### src/hdl/uhp_pkg.sv
`default_nettype none
package uhp_pkg;

  localparam int PACKET_BYTES   = 24;
  localparam int SESSION_OFFSET = 8;
  localparam int SESSION_BYTES  = 16;
  localparam int IDX_W          = $clog2(PACKET_BYTES + 1);
  localparam int SID_IDX_W      = $clog2(SESSION_BYTES);

  localparam logic [31:0] MAGIC_WORD   = 32'd1296388168;
  localparam logic [7:0]  VERSION_CODE = 8'd1;
  localparam logic [7:0]  PROBE_CODE   = 8'd1;
  localparam logic [7:0]  ACK_CODE     = 8'd2;

  localparam logic [31:0] TIMEOUT_RESET  = 32'd5000;
  localparam logic [15:0] INTERVAL_RESET = 16'd200;

  localparam int CFG_DATA_W = 64;
  localparam int CFG_IDX_W  = 2;

  typedef enum logic [CFG_IDX_W-1:0] {
    REG_TIMEOUT  = 2'd0,
    REG_INTERVAL = 2'd1,
    REG_SID_HIGH = 2'd2,
    REG_SID_LOW  = 2'd3
  } reg_idx_t;

  localparam logic [1:0] MODE_TICK  = 2'd0;
  localparam logic [1:0] MODE_BYTE  = 2'd1;
  localparam logic [1:0] MODE_START = 2'd2;

  typedef enum logic [2:0] {
    PH_IDLE      = 3'd0,
    PH_PROBING   = 3'd1,
    PH_GOT_PROBE = 3'd2,
    PH_CONFIRMED = 3'd3,
    PH_FAILED    = 3'd4
  } phase_t;

  typedef enum logic [2:0] {
    ACT_NONE      = 3'd0,
    ACT_PROBE     = 3'd1,
    ACT_ACK       = 3'd2,
    ACT_CONFIRMED = 3'd3,
    ACT_FAILED    = 3'd4
  } action_t;

  // classified work handed from the front to the back
  typedef enum logic [2:0] {
    CMD_NONE     = 3'd0,
    CMD_TICK     = 3'd1,
    CMD_START    = 3'd2,
    CMD_PROBE_RX = 3'd3,
    CMD_ACK_RX   = 3'd4
  } cmd_t;

  typedef struct packed {
    logic [31:0] timeout_ticks;
    logic [15:0] probe_interval_ticks;
    logic [63:0] session_id_high;
    logic [63:0] session_id_low;
  } cfg_t;

endpackage
`default_nettype wire

### src/hdl/uhp_if.sv
`default_nettype none
interface uhp_in_if;
  logic       valid;
  logic       ready;
  logic [1:0] mode;
  logic [7:0] data_byte;
  logic       last_byte;

  modport source (output valid, output mode, output data_byte, output last_byte,
                  input ready);
  modport sink   (input valid, input mode, input data_byte, input last_byte,
                  output ready);
endinterface

interface uhp_out_if;
  logic        valid;
  logic        ready;
  logic [2:0]  action;
  logic [15:0] rtt_ticks;
  logic [2:0]  phase;

  modport source (output valid, output action, output rtt_ticks, output phase,
                  input ready);
  modport sink   (input valid, input action, input rtt_ticks, input phase,
                  output ready);
endinterface
`default_nettype wire

### src/hdl/udp_hole_punch_controller_core.sv
// channel   dir   handshake       payload
// in_ch     in    valid / ready   mode[1:0], data_byte[7:0], last_byte
// out_ch    out   valid / ready   action[2:0], rtt_ticks[15:0], phase[2:0]
// cfg_*     in    cfg_we only     cfg_index[1:0], cfg_wdata[63:0]
//
// One word in and one word out per cycle while out_ch.ready holds; words go through
// the front parser and queue write, then the back update into the output register.
// A two-entry queue between parser and attempt controller lets each side stall alone.
// Sync reset on rst_n restores defaults to all but the result word and queue memory.
// in_ch.ready drops only while the queue is full behind a stalled out_ch.
`default_nettype none
module udp_hole_punch_controller_core (
  input  wire logic                              clk,
  input  wire logic                              rst_n,
  uhp_in_if.sink                                 in_ch,
  uhp_out_if.source                              out_ch,
  input  wire logic                              cfg_we,
  input  wire logic [uhp_pkg::CFG_IDX_W-1:0]     cfg_index,
  input  wire logic [uhp_pkg::CFG_DATA_W-1:0]    cfg_wdata
);
  import uhp_pkg::*;

  cfg_t cfg_r;
  logic push, pop, q_full, q_not_empty;
  cmd_t push_cmd, q_head;

  always_ff @(posedge clk) begin
    if (!rst_n) begin
      cfg_r.timeout_ticks        <= TIMEOUT_RESET;
      cfg_r.probe_interval_ticks <= INTERVAL_RESET;
      cfg_r.session_id_high      <= '0;
      cfg_r.session_id_low       <= '0;
    end else if (cfg_we) begin
      case (reg_idx_t'(cfg_index))
        REG_TIMEOUT:  cfg_r.timeout_ticks        <= cfg_wdata[31:0];
        REG_INTERVAL: cfg_r.probe_interval_ticks <= cfg_wdata[15:0];
        REG_SID_HIGH: cfg_r.session_id_high      <= cfg_wdata;
        REG_SID_LOW:  cfg_r.session_id_low       <= cfg_wdata;
        default:      cfg_r.session_id_low       <= cfg_r.session_id_low;
      endcase
    end
  end

  uhp_front u_front (
    .clk      (clk),
    .rst_n    (rst_n),
    .in_ch    (in_ch),
    .cfg      (cfg_r),
    .q_full   (q_full),
    .push     (push),
    .push_cmd (push_cmd)
  );

  uhp_queue u_queue (
    .clk       (clk),
    .rst_n     (rst_n),
    .push      (push),
    .push_cmd  (push_cmd),
    .pop       (pop),
    .full      (q_full),
    .not_empty (q_not_empty),
    .head      (q_head)
  );

  uhp_back u_back (
    .clk         (clk),
    .rst_n       (rst_n),
    .cfg         (cfg_r),
    .q_not_empty (q_not_empty),
    .q_head      (q_head),
    .pop         (pop),
    .out_ch      (out_ch)
  );

`ifndef NO_ASSERTIONS
  a_confirm_phase: assert property (@(posedge clk) disable iff (!rst_n)
    out_ch.valid && out_ch.action == ACT_CONFIRMED |-> out_ch.phase == PH_CONFIRMED)
    else $error("confirmed word without confirmed phase");

  a_fail_phase: assert property (@(posedge clk) disable iff (!rst_n)
    out_ch.valid && out_ch.action == ACT_FAILED |-> out_ch.phase == PH_FAILED)
    else $error("failed word without failed phase");

  a_ack_phase: assert property (@(posedge clk) disable iff (!rst_n)
    out_ch.valid && out_ch.action == ACT_ACK |-> out_ch.phase == PH_GOT_PROBE)
    else $error("ack requested outside got-probe phase");

  a_rtt_only_confirm: assert property (@(posedge clk) disable iff (!rst_n)
    out_ch.valid && out_ch.action != ACT_CONFIRMED |-> out_ch.rtt_ticks == 16'd0)
    else $error("round trip reported without confirmation");

  a_no_pop_empty: assert property (@(posedge clk) disable iff (!rst_n)
    pop |-> q_not_empty)
    else $error("queue popped while empty");
`endif

endmodule
`default_nettype wire

### src/hdl/uhp_front.sv
`default_nettype none
module uhp_front (
  input  wire logic          clk,
  input  wire logic          rst_n,
  uhp_in_if.sink             in_ch,
  input  wire uhp_pkg::cfg_t cfg,
  input  wire logic          q_full,
  output      logic          push,
  output      uhp_pkg::cmd_t push_cmd
);
  import uhp_pkg::*;

  logic [IDX_W-1:0] byte_index_r, byte_index_nxt;
  logic             packet_good_r, packet_good_nxt;
  logic [7:0]       packet_kind_r, packet_kind_nxt;

  logic [127:0]         sid;
  logic [1:0]           magic_sel;
  logic [IDX_W-1:0]     sid_pos;
  logic [SID_IDX_W-1:0] sid_sel;
  logic [7:0]           want;
  logic                 want_vld;
  logic                 in_range;
  logic                 accept;

  assign accept       = in_ch.valid && in_ch.ready;
  assign in_ch.ready  = !q_full;
  assign push         = accept;
  assign sid          = {cfg.session_id_high, cfg.session_id_low};
  assign magic_sel    = 2'd3 - byte_index_r[1:0];
  assign sid_pos      = byte_index_r - IDX_W'(SESSION_OFFSET);
  assign sid_sel      = SID_IDX_W'(SESSION_BYTES - 1) - sid_pos[SID_IDX_W-1:0];
  assign in_range     = byte_index_r < IDX_W'(PACKET_BYTES);

  // expected byte at the current position; reserved and type bytes carry none
  always_comb begin
    want     = '0;
    want_vld = 1'b0;
    if (byte_index_r < IDX_W'(4)) begin
      want     = MAGIC_WORD[{magic_sel, 3'b000} +: 8];
      want_vld = 1'b1;
    end else if (byte_index_r == IDX_W'(5)) begin
      want     = VERSION_CODE;
      want_vld = 1'b1;
    end else if (byte_index_r >= IDX_W'(SESSION_OFFSET) &&
                 byte_index_r < IDX_W'(SESSION_OFFSET + SESSION_BYTES)) begin
      want     = sid[{sid_sel, 3'b000} +: 8];
      want_vld = 1'b1;
    end
  end

  always_comb begin
    byte_index_nxt  = byte_index_r;
    packet_good_nxt = packet_good_r;
    packet_kind_nxt = packet_kind_r;
    push_cmd        = CMD_NONE;
    if (accept) begin
      case (in_ch.mode)
        MODE_TICK:  push_cmd = CMD_TICK;
        MODE_START: push_cmd = CMD_START;
        MODE_BYTE: begin
          if (in_range) begin
            if (byte_index_r == IDX_W'(4)) begin
              packet_kind_nxt = in_ch.data_byte;
              if (in_ch.data_byte != PROBE_CODE && in_ch.data_byte != ACK_CODE) begin
                packet_good_nxt = 1'b0;
              end
            end else if (want_vld && want != in_ch.data_byte) begin
              packet_good_nxt = 1'b0;
            end
            byte_index_nxt = byte_index_r + IDX_W'(1);
          end
          if (in_ch.last_byte) begin
            if (byte_index_nxt >= IDX_W'(PACKET_BYTES) && packet_good_nxt) begin
              if (packet_kind_nxt == PROBE_CODE) begin
                push_cmd = CMD_PROBE_RX;
              end else if (packet_kind_nxt == ACK_CODE) begin
                push_cmd = CMD_ACK_RX;
              end
            end
            // clear the parser after every packet end
            byte_index_nxt  = '0;
            packet_good_nxt = 1'b1;
            packet_kind_nxt = '0;
          end
        end
        default: push_cmd = CMD_NONE;
      endcase
    end
  end

  always_ff @(posedge clk) begin
    if (!rst_n) begin
      byte_index_r  <= '0;
      packet_good_r <= 1'b1;
      packet_kind_r <= '0;
    end else begin
      byte_index_r  <= byte_index_nxt;
      packet_good_r <= packet_good_nxt;
      packet_kind_r <= packet_kind_nxt;
    end
  end

endmodule
`default_nettype wire

### src/hdl/uhp_queue.sv
`default_nettype none
module uhp_queue (
  input  wire logic          clk,
  input  wire logic          rst_n,
  input  wire logic          push,
  input  wire uhp_pkg::cmd_t push_cmd,
  input  wire logic          pop,
  output      logic          full,
  output      logic          not_empty,
  output      uhp_pkg::cmd_t head
);
  import uhp_pkg::*;

  cmd_t       mem_r [2];
  logic       wr_ptr_r, wr_ptr_nxt;
  logic       rd_ptr_r, rd_ptr_nxt;
  logic [1:0] count_r, count_nxt;

  assign full      = count_r == 2'd2;
  assign not_empty = count_r != 2'd0;
  assign head      = mem_r[rd_ptr_r];

  always_comb begin
    wr_ptr_nxt = push ? !wr_ptr_r : wr_ptr_r;
    rd_ptr_nxt = pop  ? !rd_ptr_r : rd_ptr_r;
    count_nxt  = count_r + {1'b0, push} - {1'b0, pop};
  end

  always_ff @(posedge clk) begin
    if (push) begin
      mem_r[wr_ptr_r] <= push_cmd;
    end
  end

  always_ff @(posedge clk) begin
    if (!rst_n) begin
      wr_ptr_r <= 1'b0;
      rd_ptr_r <= 1'b0;
      count_r  <= 2'd0;
    end else begin
      wr_ptr_r <= wr_ptr_nxt;
      rd_ptr_r <= rd_ptr_nxt;
      count_r  <= count_nxt;
    end
  end

endmodule
`default_nettype wire

### src/hdl/uhp_back.sv
`default_nettype none
module uhp_back (
  input  wire logic          clk,
  input  wire logic          rst_n,
  input  wire uhp_pkg::cfg_t cfg,
  input  wire logic          q_not_empty,
  input  wire uhp_pkg::cmd_t q_head,
  output      logic          pop,
  uhp_out_if.source          out_ch
);
  import uhp_pkg::*;

  phase_t      phase_r, phase_nxt;
  logic [31:0] elapsed_r, elapsed_nxt;
  logic [15:0] since_r, since_nxt;
  logic        out_valid_r;
  action_t     action_r, action_nxt;
  logic [15:0] rtt_r, rtt_nxt;

  logic [31:0] elapsed_inc;
  logic [15:0] since_inc;
  logic        active;

  assign pop         = q_not_empty && (!out_valid_r || out_ch.ready);
  assign active      = phase_r == PH_PROBING || phase_r == PH_GOT_PROBE;
  assign elapsed_inc = elapsed_r + 32'd1;
  assign since_inc   = (since_r == 16'hFFFF) ? since_r : since_r + 16'd1;

  assign out_ch.valid     = out_valid_r;
  assign out_ch.action    = action_r;
  assign out_ch.rtt_ticks = rtt_r;
  assign out_ch.phase     = phase_r;

  always_comb begin
    phase_nxt   = phase_r;
    elapsed_nxt = elapsed_r;
    since_nxt   = since_r;
    action_nxt  = ACT_NONE;
    rtt_nxt     = '0;
    case (q_head)
      CMD_TICK: begin
        if (active) begin
          elapsed_nxt = elapsed_inc;
          if (elapsed_inc >= cfg.timeout_ticks) begin
            phase_nxt  = PH_FAILED;
            action_nxt = ACT_FAILED;
          end else if (since_inc >= cfg.probe_interval_ticks) begin
            since_nxt  = '0;
            action_nxt = ACT_PROBE;
          end else begin
            since_nxt = since_inc;
          end
        end
      end
      CMD_START: begin
        phase_nxt   = PH_PROBING;
        elapsed_nxt = '0;
        since_nxt   = '0;
        action_nxt  = ACT_PROBE;
      end
      CMD_PROBE_RX: begin
        if (active) begin
          action_nxt = ACT_ACK;
          phase_nxt  = PH_GOT_PROBE;
        end
      end
      CMD_ACK_RX: begin
        if (active) begin
          action_nxt = ACT_CONFIRMED;
          phase_nxt  = PH_CONFIRMED;
          rtt_nxt    = since_r;
        end
      end
      default: action_nxt = ACT_NONE;
    endcase
  end

  always_ff @(posedge clk) begin
    if (!rst_n) begin
      phase_r     <= PH_IDLE;
      elapsed_r   <= '0;
      since_r     <= '0;
      out_valid_r <= 1'b0;
    end else begin
      if (pop) begin
        phase_r   <= phase_nxt;
        elapsed_r <= elapsed_nxt;
        since_r   <= since_nxt;
      end
      if (pop) begin
        out_valid_r <= 1'b1;
      end else if (out_ch.ready) begin
        out_valid_r <= 1'b0;
      end
    end
  end

  // result word; hold while stalled
  always_ff @(posedge clk) begin
    if (pop) begin
      action_r <= action_nxt;
      rtt_r    <= rtt_nxt;
    end
  end

endmodule
`default_nettype wire

### src/flat_wrapper.sv
// flat-port wrapper written by rule: the top's interface ports become plain ports
module udp_hole_punch_controller_core_flat import uhp_pkg::*;
  (clk, rst_n, cfg_we, cfg_index, cfg_wdata, in_ch_valid, in_ch_mode, in_ch_data_byte, in_ch_last_byte, in_ch_ready, out_ch_valid, out_ch_action, out_ch_rtt_ticks, out_ch_phase, out_ch_ready);
  uhp_in_if in_ch_i ();
  uhp_out_if out_ch_i ();
  input  wire logic clk;
  input  wire logic rst_n;
  input  wire logic cfg_we;
  input  wire logic [uhp_pkg::CFG_IDX_W-1:0] cfg_index;
  input  wire logic [uhp_pkg::CFG_DATA_W-1:0] cfg_wdata;
  input wire logic [$bits(in_ch_i.valid)-1:0] in_ch_valid;
  input wire logic [$bits(in_ch_i.mode)-1:0] in_ch_mode;
  input wire logic [$bits(in_ch_i.data_byte)-1:0] in_ch_data_byte;
  input wire logic [$bits(in_ch_i.last_byte)-1:0] in_ch_last_byte;
  output wire logic [$bits(in_ch_i.ready)-1:0] in_ch_ready;
  output wire logic [$bits(out_ch_i.valid)-1:0] out_ch_valid;
  output wire logic [$bits(out_ch_i.action)-1:0] out_ch_action;
  output wire logic [$bits(out_ch_i.rtt_ticks)-1:0] out_ch_rtt_ticks;
  output wire logic [$bits(out_ch_i.phase)-1:0] out_ch_phase;
  input wire logic [$bits(out_ch_i.ready)-1:0] out_ch_ready;
  assign in_ch_i.valid = in_ch_valid;
  assign in_ch_i.mode = in_ch_mode;
  assign in_ch_i.data_byte = in_ch_data_byte;
  assign in_ch_i.last_byte = in_ch_last_byte;
  assign in_ch_ready = in_ch_i.ready;
  assign out_ch_valid = out_ch_i.valid;
  assign out_ch_action = out_ch_i.action;
  assign out_ch_rtt_ticks = out_ch_i.rtt_ticks;
  assign out_ch_phase = out_ch_i.phase;
  assign out_ch_i.ready = out_ch_ready;
  udp_hole_punch_controller_core u_core (.clk(clk), .rst_n(rst_n), .in_ch(in_ch_i), .out_ch(out_ch_i), .cfg_we(cfg_we), .cfg_index(cfg_index), .cfg_wdata(cfg_wdata));
endmodule
### config.mk
export PLATFORM = sky130hd
export DESIGN_NAME = udp_hole_punch_controller_core_flat
export DESIGN_NICKNAME = d
export VERILOG_FILES = /design/src/hdl/uhp_pkg.sv /design/src/hdl/uhp_if.sv /design/src/hdl/udp_hole_punch_controller_core.sv /design/src/hdl/uhp_front.sv /design/src/hdl/uhp_queue.sv /design/src/hdl/uhp_back.sv /design/src/flat_wrapper.sv
export SDC_FILE = /design/constraint.sdc
export NUM_CORES = 1
export LEC_CHECK = 0
export ABC_AREA = 0
export ABC_CLOCK_PERIOD_IN_PS = 3800
export BUFFER_PORTS_ARGS = -buffer_cell sky130_fd_sc_hd__buf_2
export CORE_MARGIN = 2
export CORE_UTILIZATION = 30
export DETAILED_ROUTE_END_ITERATION = 8
export GPL_TIMING_DRIVEN = 0
export PLACE_DENSITY = 0.44
export SYNTH_ARGS = -nofsm -noshare
export SYNTH_HDL_FRONTEND = slang
export SYNTH_SLANG_ARGS = --single-unit
### constraint.sdc
create_clock -name clk -period 3.8 [get_ports clk]
set_input_delay 0.57 -clock clk [delete_from_list [all_inputs] [get_ports clk]]
set_output_delay 0.57 -clock clk [all_outputs]
set_load 0.005 [all_outputs]
==> flow_summary_export.csv, run 1 <==
group,metric,value,unit
status,outcome,"finished with violations",
status,violations,"negative setup slack",
floorplan,die_y,220.4,um
floorplan,io_pins,106,
setup_path,crit_top_cell,"a21o_1",
timing,finalCritPeriodShare,1.080,
setup_path,cpMaxStageDelayCell,"or4_4",
routing,wl_per_cell,19.62,um
routing,ant_nets,0,
clock_tree,cts-buffers-inserted,35,
timing,worst-slew-pin-transition,1.109,ns
floorplan,die_area,48600,um^2
power,ir_drop,0.2483,mV
routing,via_per_inst,4.968,
synthesis,synth_nets,1764,
synthesis,synth_area,14050,um^2
clock_tree,cts.path.max_buffers,3,
synthesis,async_flop_share,0,
timing,finClkSkew,0.01249,ns
setup_path,path_class,"register to register",
place,hpwl,35.28,mm
min_path,min_path_type,"input port to register",
clock_tree,cts_root_buf,"clkbuf_16",
place,io_buffer_count,102,
final_layout,drive_above_1_share,0.1842,
setup_path,worstPathCellList,"nand4_1 -> or4_4 -> nor3_4 -> and3_4 -> xor2_2 -> ha_1 -> a21o_1 -> a21o_1 -> a211oi_2 -> o21ai_1 -> a21o_1 -> a211o_4 -> nor2_4 -> and3_4 -> buf_6 -> a22o_1",
synthesis,yosysTopAreaCell,"dfxtp_1",
grt,antenna_found_initial,0,
setup_path,critPathCaptureType,"register",
power,p_leak,6.550,nW
timing,rsz0062_at_grt,"yes",
final_layout,area_delta_synth_final,23.09,%
clock_tree,clk_pin_slew,0.06,ns
synthesis,ys.warnings.count,0,
synthesis,synth_cell_types,77,
synthesis,synth_seq_cells,272,
final_layout,final_util,0.3732,
place,dpl_cell_area,15380,um^2
flow_run,maxCapViolations,0,
clock_tree,cts.sink_count,272,
synthesis,yosysTopAreaCellShare,0.3518,
floorplan,core-area,46360,um^2
place,gp_routability_congestion,0.8878,
setup_path,required,4.28,ns
grt,grt_overflow,0,
routing,first_pass_iters,5,
clock_tree,ctsHoldBuffers,0,
grt,grt_pass1_vias,11537,
synthesis,synth.avg_cell_area,8.638,um^2
synthesis,synth-edff-count,25,
synthesis,synth_area_leaders,"dfxtp_1 (35%), nand2_1 (11%), a21boi_0 (9.5%)",
setup_path,startpoint_type,"register",
grt,grt_max_degree,25,
floorplan,die_x,220.4,um
timing,slew_violations,0,
timing,setup_viol,21,
power,power_density,441.4,nW/um^2
grt,track_usage,0.1979,
routing,vias,12097,
routing,drt-total-wl,47.78,mm
final_layout,final_area,17300,um^2
clock_tree,clk_latency,0.54,ns
routing,drt_iter0_markers,767,
grt,grt_pass1_wl,71.55,mm
synthesis,synth-main-ff-cell,"dfxtp_1",
floorplan,rows,79,
timing,fmax,0.2437,GHz
final_layout,nNetsFinal,1942,
clock_tree,cts_tree,"done",
timing,max_slew_margin,0.2578,
setup_path,path_max_fanout,5,
timing,period_needed,4.104,ns
synthesis,synth_cells,1627,
setup_path,cpPeakStageDelay,0.61,ns
timing,setup_ws,-0.3039,ns
clock_tree,htreeDepth,2,
floorplan,initial_utilization,0.3032,
timing,hold_viol_final,0,
setup_path,arrival,4.58,ns
routing,drc,0,
synthesis,yosysSeqAreaShare,0.4052,
metrics by stage:
step	hold WS [ns]	power, W	instances	TNS (ns)	setup WS [ns]
floorplan	0.4314	0.003805	1627	-0.006330	-0.006330
global placement	0.4489	0.004230	2336	-21.94	-1.117
detailed placement	0.4489	0.004236	2336	-20.70	-1.084
CTS	0.2686	0.007719	2423	-4.498	-0.2805
global route	0.2864	0.007965	2431	-7.835	-0.4607
finish	0.2917	0.007636	2435	-4.402	-0.3039
path summary, 6_finish.rpt:
path	to	depth (start not counted)	slack [ns]	from
worst max-delay path	u_core.u_back.since_r[5]	16	-0.30	u_core.u_back.elapsed_r[7]
worst min-delay path	u_core.cfg_r[34]	3	0.29	cfg_wdata[34]
worst max register to register	u_core.u_back.since_r[5]	16	-0.30	u_core.u_back.elapsed_r[7]
worst min register to register	u_core.cfg_r[43]	2	0.46	u_core.cfg_r[43]
registers in the layout, indices dropped and copies added, names as in the netlist, named ones only:
signal                          flops
u_core.u_back.out_ch.action         3
u_core.u_queue.count_r              2
u_core.u_queue.wr_ptr_r             1
u_core.u_back.since_r              16
u_core.u_front.packet_good_r        1
u_core.u_front.packet_kind_r        8
u_core.u_back.out_ch.rtt_ticks     16
u_core.u_back.out_ch.phase          3
u_core.u_queue.mem_r                6
u_core.u_front.byte_index_r         5
u_core.u_back.out_ch.valid          1
u_core.cfg_r                      176
u_core.u_back.elapsed_r            32
u_core.u_queue.rd_ptr_r             1
repair_timing:
item,in CTS,in global routing
setup buffers,30,10
gates cloned,2,0
pin swaps,27,31
resized for setup,66,37
endpoints found under the setup margin,27,29
endpoints found under the hold margin,0,0
cell families after synthesis:
logic type                 after synthesis  share of synthesized area
muxes                                   52                    0.06748
buffers and inverters                  163                    0.04602
xor gates and xnor gates                54                    0.03365
AOI/OAI and AO/OA                      362                     0.1876
and+or+nand+nor                        669                     0.2111
DFF                                    272                     0.4052
adders and majority gates               55                    0.04896
routing by layer:
layer  vias to the layer above  routed length, um  global-route usage
li1                       5979                  -                   -
met1                      5812              23290              0.2837
met2                       248              21260              0.3094
met3                        58               2268             0.03065
met4                         0                967             0.05056
met5                         -                  0                   0
worst max-delay path, delay by kind of cell, from the launching register on:
family                     cells  cell delay (ns)
adders and majority gates      1             0.27
and+or+nand+nor                6             1.72
DFF                            1             0.35
AOI/OAI and AO/OA              7             1.39
xor gates and xnor gates       1             0.17
buffers and inverters          1             0.12
placed cells by master (no fill, tap or decap), drive strengths merged, types with 18 or more instances in the layout:
cell type / netlist / final
nand2: 425 / 425
dfxtp: 247 / 247
a21boi: 179 / 179
buf: 19 / 161
clkbuf: 80 / 126
inv: 63 / 62
nor2: 62 / 62
ha: 55 / 55
o21ai: 35 / 35
mux4: 32 / 32
a21oi: 31 / 31
nor2b: 29 / 29
and3: 29 / 29
xnor2: 28 / 28
nand3: 28 / 28
xor2: 26 / 26
edfxtp: 25 / 25
and2: 21 / 21
nand4: 18 / 18
a21o: 18 / 18
synth_stat cells, types with 4 or more instances:
master	n
a21o_1	18
dfxtp_1	247
ha_1	55
mux4_2	29
or2_2	5
nor3_1	14
nand3b_1	4
o21ai_0	32
and3_1	29
mux2_2	5
edfxtp_1	25
nor3b_1	5
clkbuf_1	79
nand2_1	424
nor2_1	61
a21oi_1	30
a31oi_1	10
a22o_1	9
nand3_1	28
o211ai_1	12
xnor2_1	28
and2_1	21
nand2b_1	8
o22ai_1	7
nor2b_1	29
buf_1	6
xor2_1	26
mux2i_1	12
buf_2	9
a22oi_1	17
nor4_1	6
o31ai_1	4
o21a_1	8
inv_1	62
o2111ai_1	5
a21boi_0	178
nand4_1	18
area by class of cell:
class,count,area [um^2]
diodes,4,10.01
plain buffers,96,430.4
clock buffers,47,1005
clock inverters,9,145.1
fillers,4841,29060
inverters,64,244.0
multi-input cells,1192,8135
flip-flops and latches,272,5727
well taps,607,759.5
repair buffers,144,844.6
power by group:
group | switching (W) | total, W | internal [W]
Clock | 0.00131 | 0.00342 | 0.00211
Sequential | 0.0000903 | 0.00318 | 0.00309
Combinational | 0.000659 | 0.00103 | 0.000375
Total | 0.00206 | 0.00764 | 0.00558
(Power assumes the default switching activity.)
==> run 2: changes to the inputs <==
--- a/config.mk
+++ b/config.mk
@@ -13,6 +13,7 @@
 export DETAILED_ROUTE_END_ITERATION = 8
 export GPL_TIMING_DRIVEN = 0
 export PLACE_DENSITY = 0.44
+export SKIP_CTS_REPAIR_TIMING = 1
 export SYNTH_ARGS = -nofsm -noshare
 export SYNTH_HDL_FRONTEND = slang
 export SYNTH_SLANG_ARGS = --single-unit
==> flow_summary_export.csv, run 2 (same netlist as run 1, synthesis figures left out) <==
group,metric,value,unit
routing,drt-total-wl,47.18,mm
timing,fin_setup_tns,-5.446,ns
routing,met3WireLength,2.507,mm
setup_path,r2r_cells,18,
routing,dr.max_layer_used,"met4",
clock_tree,clk_latency,0.54,ns
min_path,hold-path-cell-count,3,
power,p_leak,6.495,nW
clock_tree,cts_tree,"done",
final_layout,nNetsFinal,1926,
status,violations,"negative setup slack",
place,gp_routability_congestion,0.8878,
grt,grt_pass1_vias,11251,
routing,first_pass_iters,5,
timing,fmax,0.2386,GHz
setup_path,path_max_fanout,7,
flow_run,maxCapViolations,0,
routing,met2_length,20.68,mm
final_layout,layout_commonest_cell,"nand2_1",
routing,ant_nets,0,
routing,wl_met1,22.94,mm
place,post-place-ws,-1.084,ns
setup_path,arrival,4.62,ns
final_layout,mostFrequentLayoutCells,"nand2_1 (420), dfxtp_1 (230), a21boi_0 (178), buf_2 (104), clkbuf_1 (82)",
power,power_density,444.0,nW/um^2
routing,via_per_inst,4.976,
grt,antenna_found_initial,0,
setup_path,path_class,"register to register",
final_layout,drive_above_1_share,0.1731,
floorplan,die_y,220.4,um
floorplan,die_area,48600,um^2
timing,setup_ws,-0.3906,ns
clock_tree,cts.sink_count,272,
timing,finClkSkew,0.01258,ns
floorplan,die_x,220.4,um
grt,grt_pass1_wl,70.17,mm
power,ir_drop,0.2484,mV
grt,grt_max_degree,25,
floorplan,core-area,46360,um^2
final_layout,regMostFlops,"u_core.cfg_r",
final_layout,multi_input_area,8134,um^2
final_layout,final-seq-area,5734,um^2
timing,worst-slew-pin-transition,1.135,ns
setup_path,required,4.23,ns
place,hpwl,35.28,mm
grt,grt_overflow,0,
routing,drt_iter0_markers,773,
timing,setup_viol,21,
timing,period_needed,4.191,ns
final_layout,nFillCells,4850,
final_layout,reg_top3,"u_core.cfg_r x176, u_core.u_back.elapsed_r x32",
timing,hold_viol_final,0,
routing,drc,0,
floorplan,rows,79,
routing,vias,12027,
final_layout,area_delta_synth_final,22.23,%
setup_path,startpoint_type,"register",
final_layout,largest_reg_flops,176,
setup_path,critPathCaptureType,"register",
timing,slew_violations,0,
clock_tree,cts.path.max_buffers,3,
timing,rsz0062_at_grt,"yes",
clock_tree,cts_root_buf,"clkbuf_16",
min_path,min_path_type,"input port to register",
clock_tree,cts-buffers-inserted,35,
floorplan,io_pins,106,
floorplan,initial_utilization,0.3032,
grt,track_usage,0.1946,
timing,max_slew_margin,0.2406,
timing,finalCritPeriodShare,1.103,
place,io_buffer_count,102,
status,outcome,"finished with violations",
clock_tree,htreeDepth,2,
clock_tree,clk_pin_slew,0.06,ns
routing,wl_per_cell,19.52,um
-- run 2: final timing paths --
| check | to | startpoint | slack [ns] |
|---|---|---|---|
| setup / recovery | u_core.u_back.since_r[5] | u_core.u_back.elapsed_r[4] | -0.39 |
| hold / removal | u_core.cfg_r[34] | cfg_wdata[34] | 0.29 |
| setup reg to reg | u_core.u_back.since_r[5] | u_core.u_back.elapsed_r[4] | -0.39 |
| hold reg to reg | u_core.cfg_r[43] | u_core.cfg_r[43] | 0.46 |
-- run 2: layout make-up --
cell class	instances	area share
Antenna cell	2	0.0002913
Buffer	97	0.02535
Clock buffer	47	0.05848
Clock inverter	9	0.008449
Inverter	64	0.01420
Multi-Input combinational cell	1192	0.4735
Sequential cell	272	0.3338
Tap cell	607	0.04421
Timing Repair Buffer	127	0.04173
-- run 2: routing by layer --
layer | vias to the layer above | GRT usage
met5 | - | 0
met4 | 0 | 0.04698
met3 | 61 | 0.03038
met2 | 288 | 0.3025
met1 | 5727 | 0.2813
li1 | 5951 | -
-- run 2: through the flow --
| step | power, W | util | hold WS (ns) | instance area, um^2 | instances |
|---|---|---|---|---|---|
| floorplan | 0.003805 | - | 0.4314 | 14110 | 1627 |
| global placement | 0.004230 | 0.3317 | 0.4489 | 15380 | 2336 |
| detailed placement | 0.004236 | 0.3318 | 0.4489 | 15380 | 2336 |
| CTS | 0.007682 | 0.3566 | 0.2686 | 16530 | 2392 |
| global route | 0.007967 | 0.3705 | 0.2864 | 17170 | 2415 |
| finish | 0.007628 | 0.3706 | 0.2917 | 17180 | 2417 |
-- run 2: where the power goes --
| part | internal, W | switching [W] | leakage, nW |
|---|---|---|---|
| Clock | 0.00211 | 0.00131 | 0.567 |
| Combinational | 0.000380 | 0.000654 | 3.67 |
| Sequential | 0.00309 | 0.0000898 | 2.26 |
| Total | 0.00558 | 0.00205 | 6.49 |
-- run 2: critical path: stages (launching register included) --
cell,delay [ns]
dfxtp_4,0.38
nand3_4,0.10
or4_4,0.53
buf_6,0.15
nor3_4,0.25
buf_6,0.15
buf_4,0.10
nand3_2,0.09
xnor2_2,0.19
ha_1,0.31
o21a_1,0.19
o21ai_1,0.12
a21oi_1,0.06
o21a_2,0.25
a2111oi_4,0.55
nor2_4,0.14
buf_6,0.15
a41o_1,0.19
a22o_1,0.17
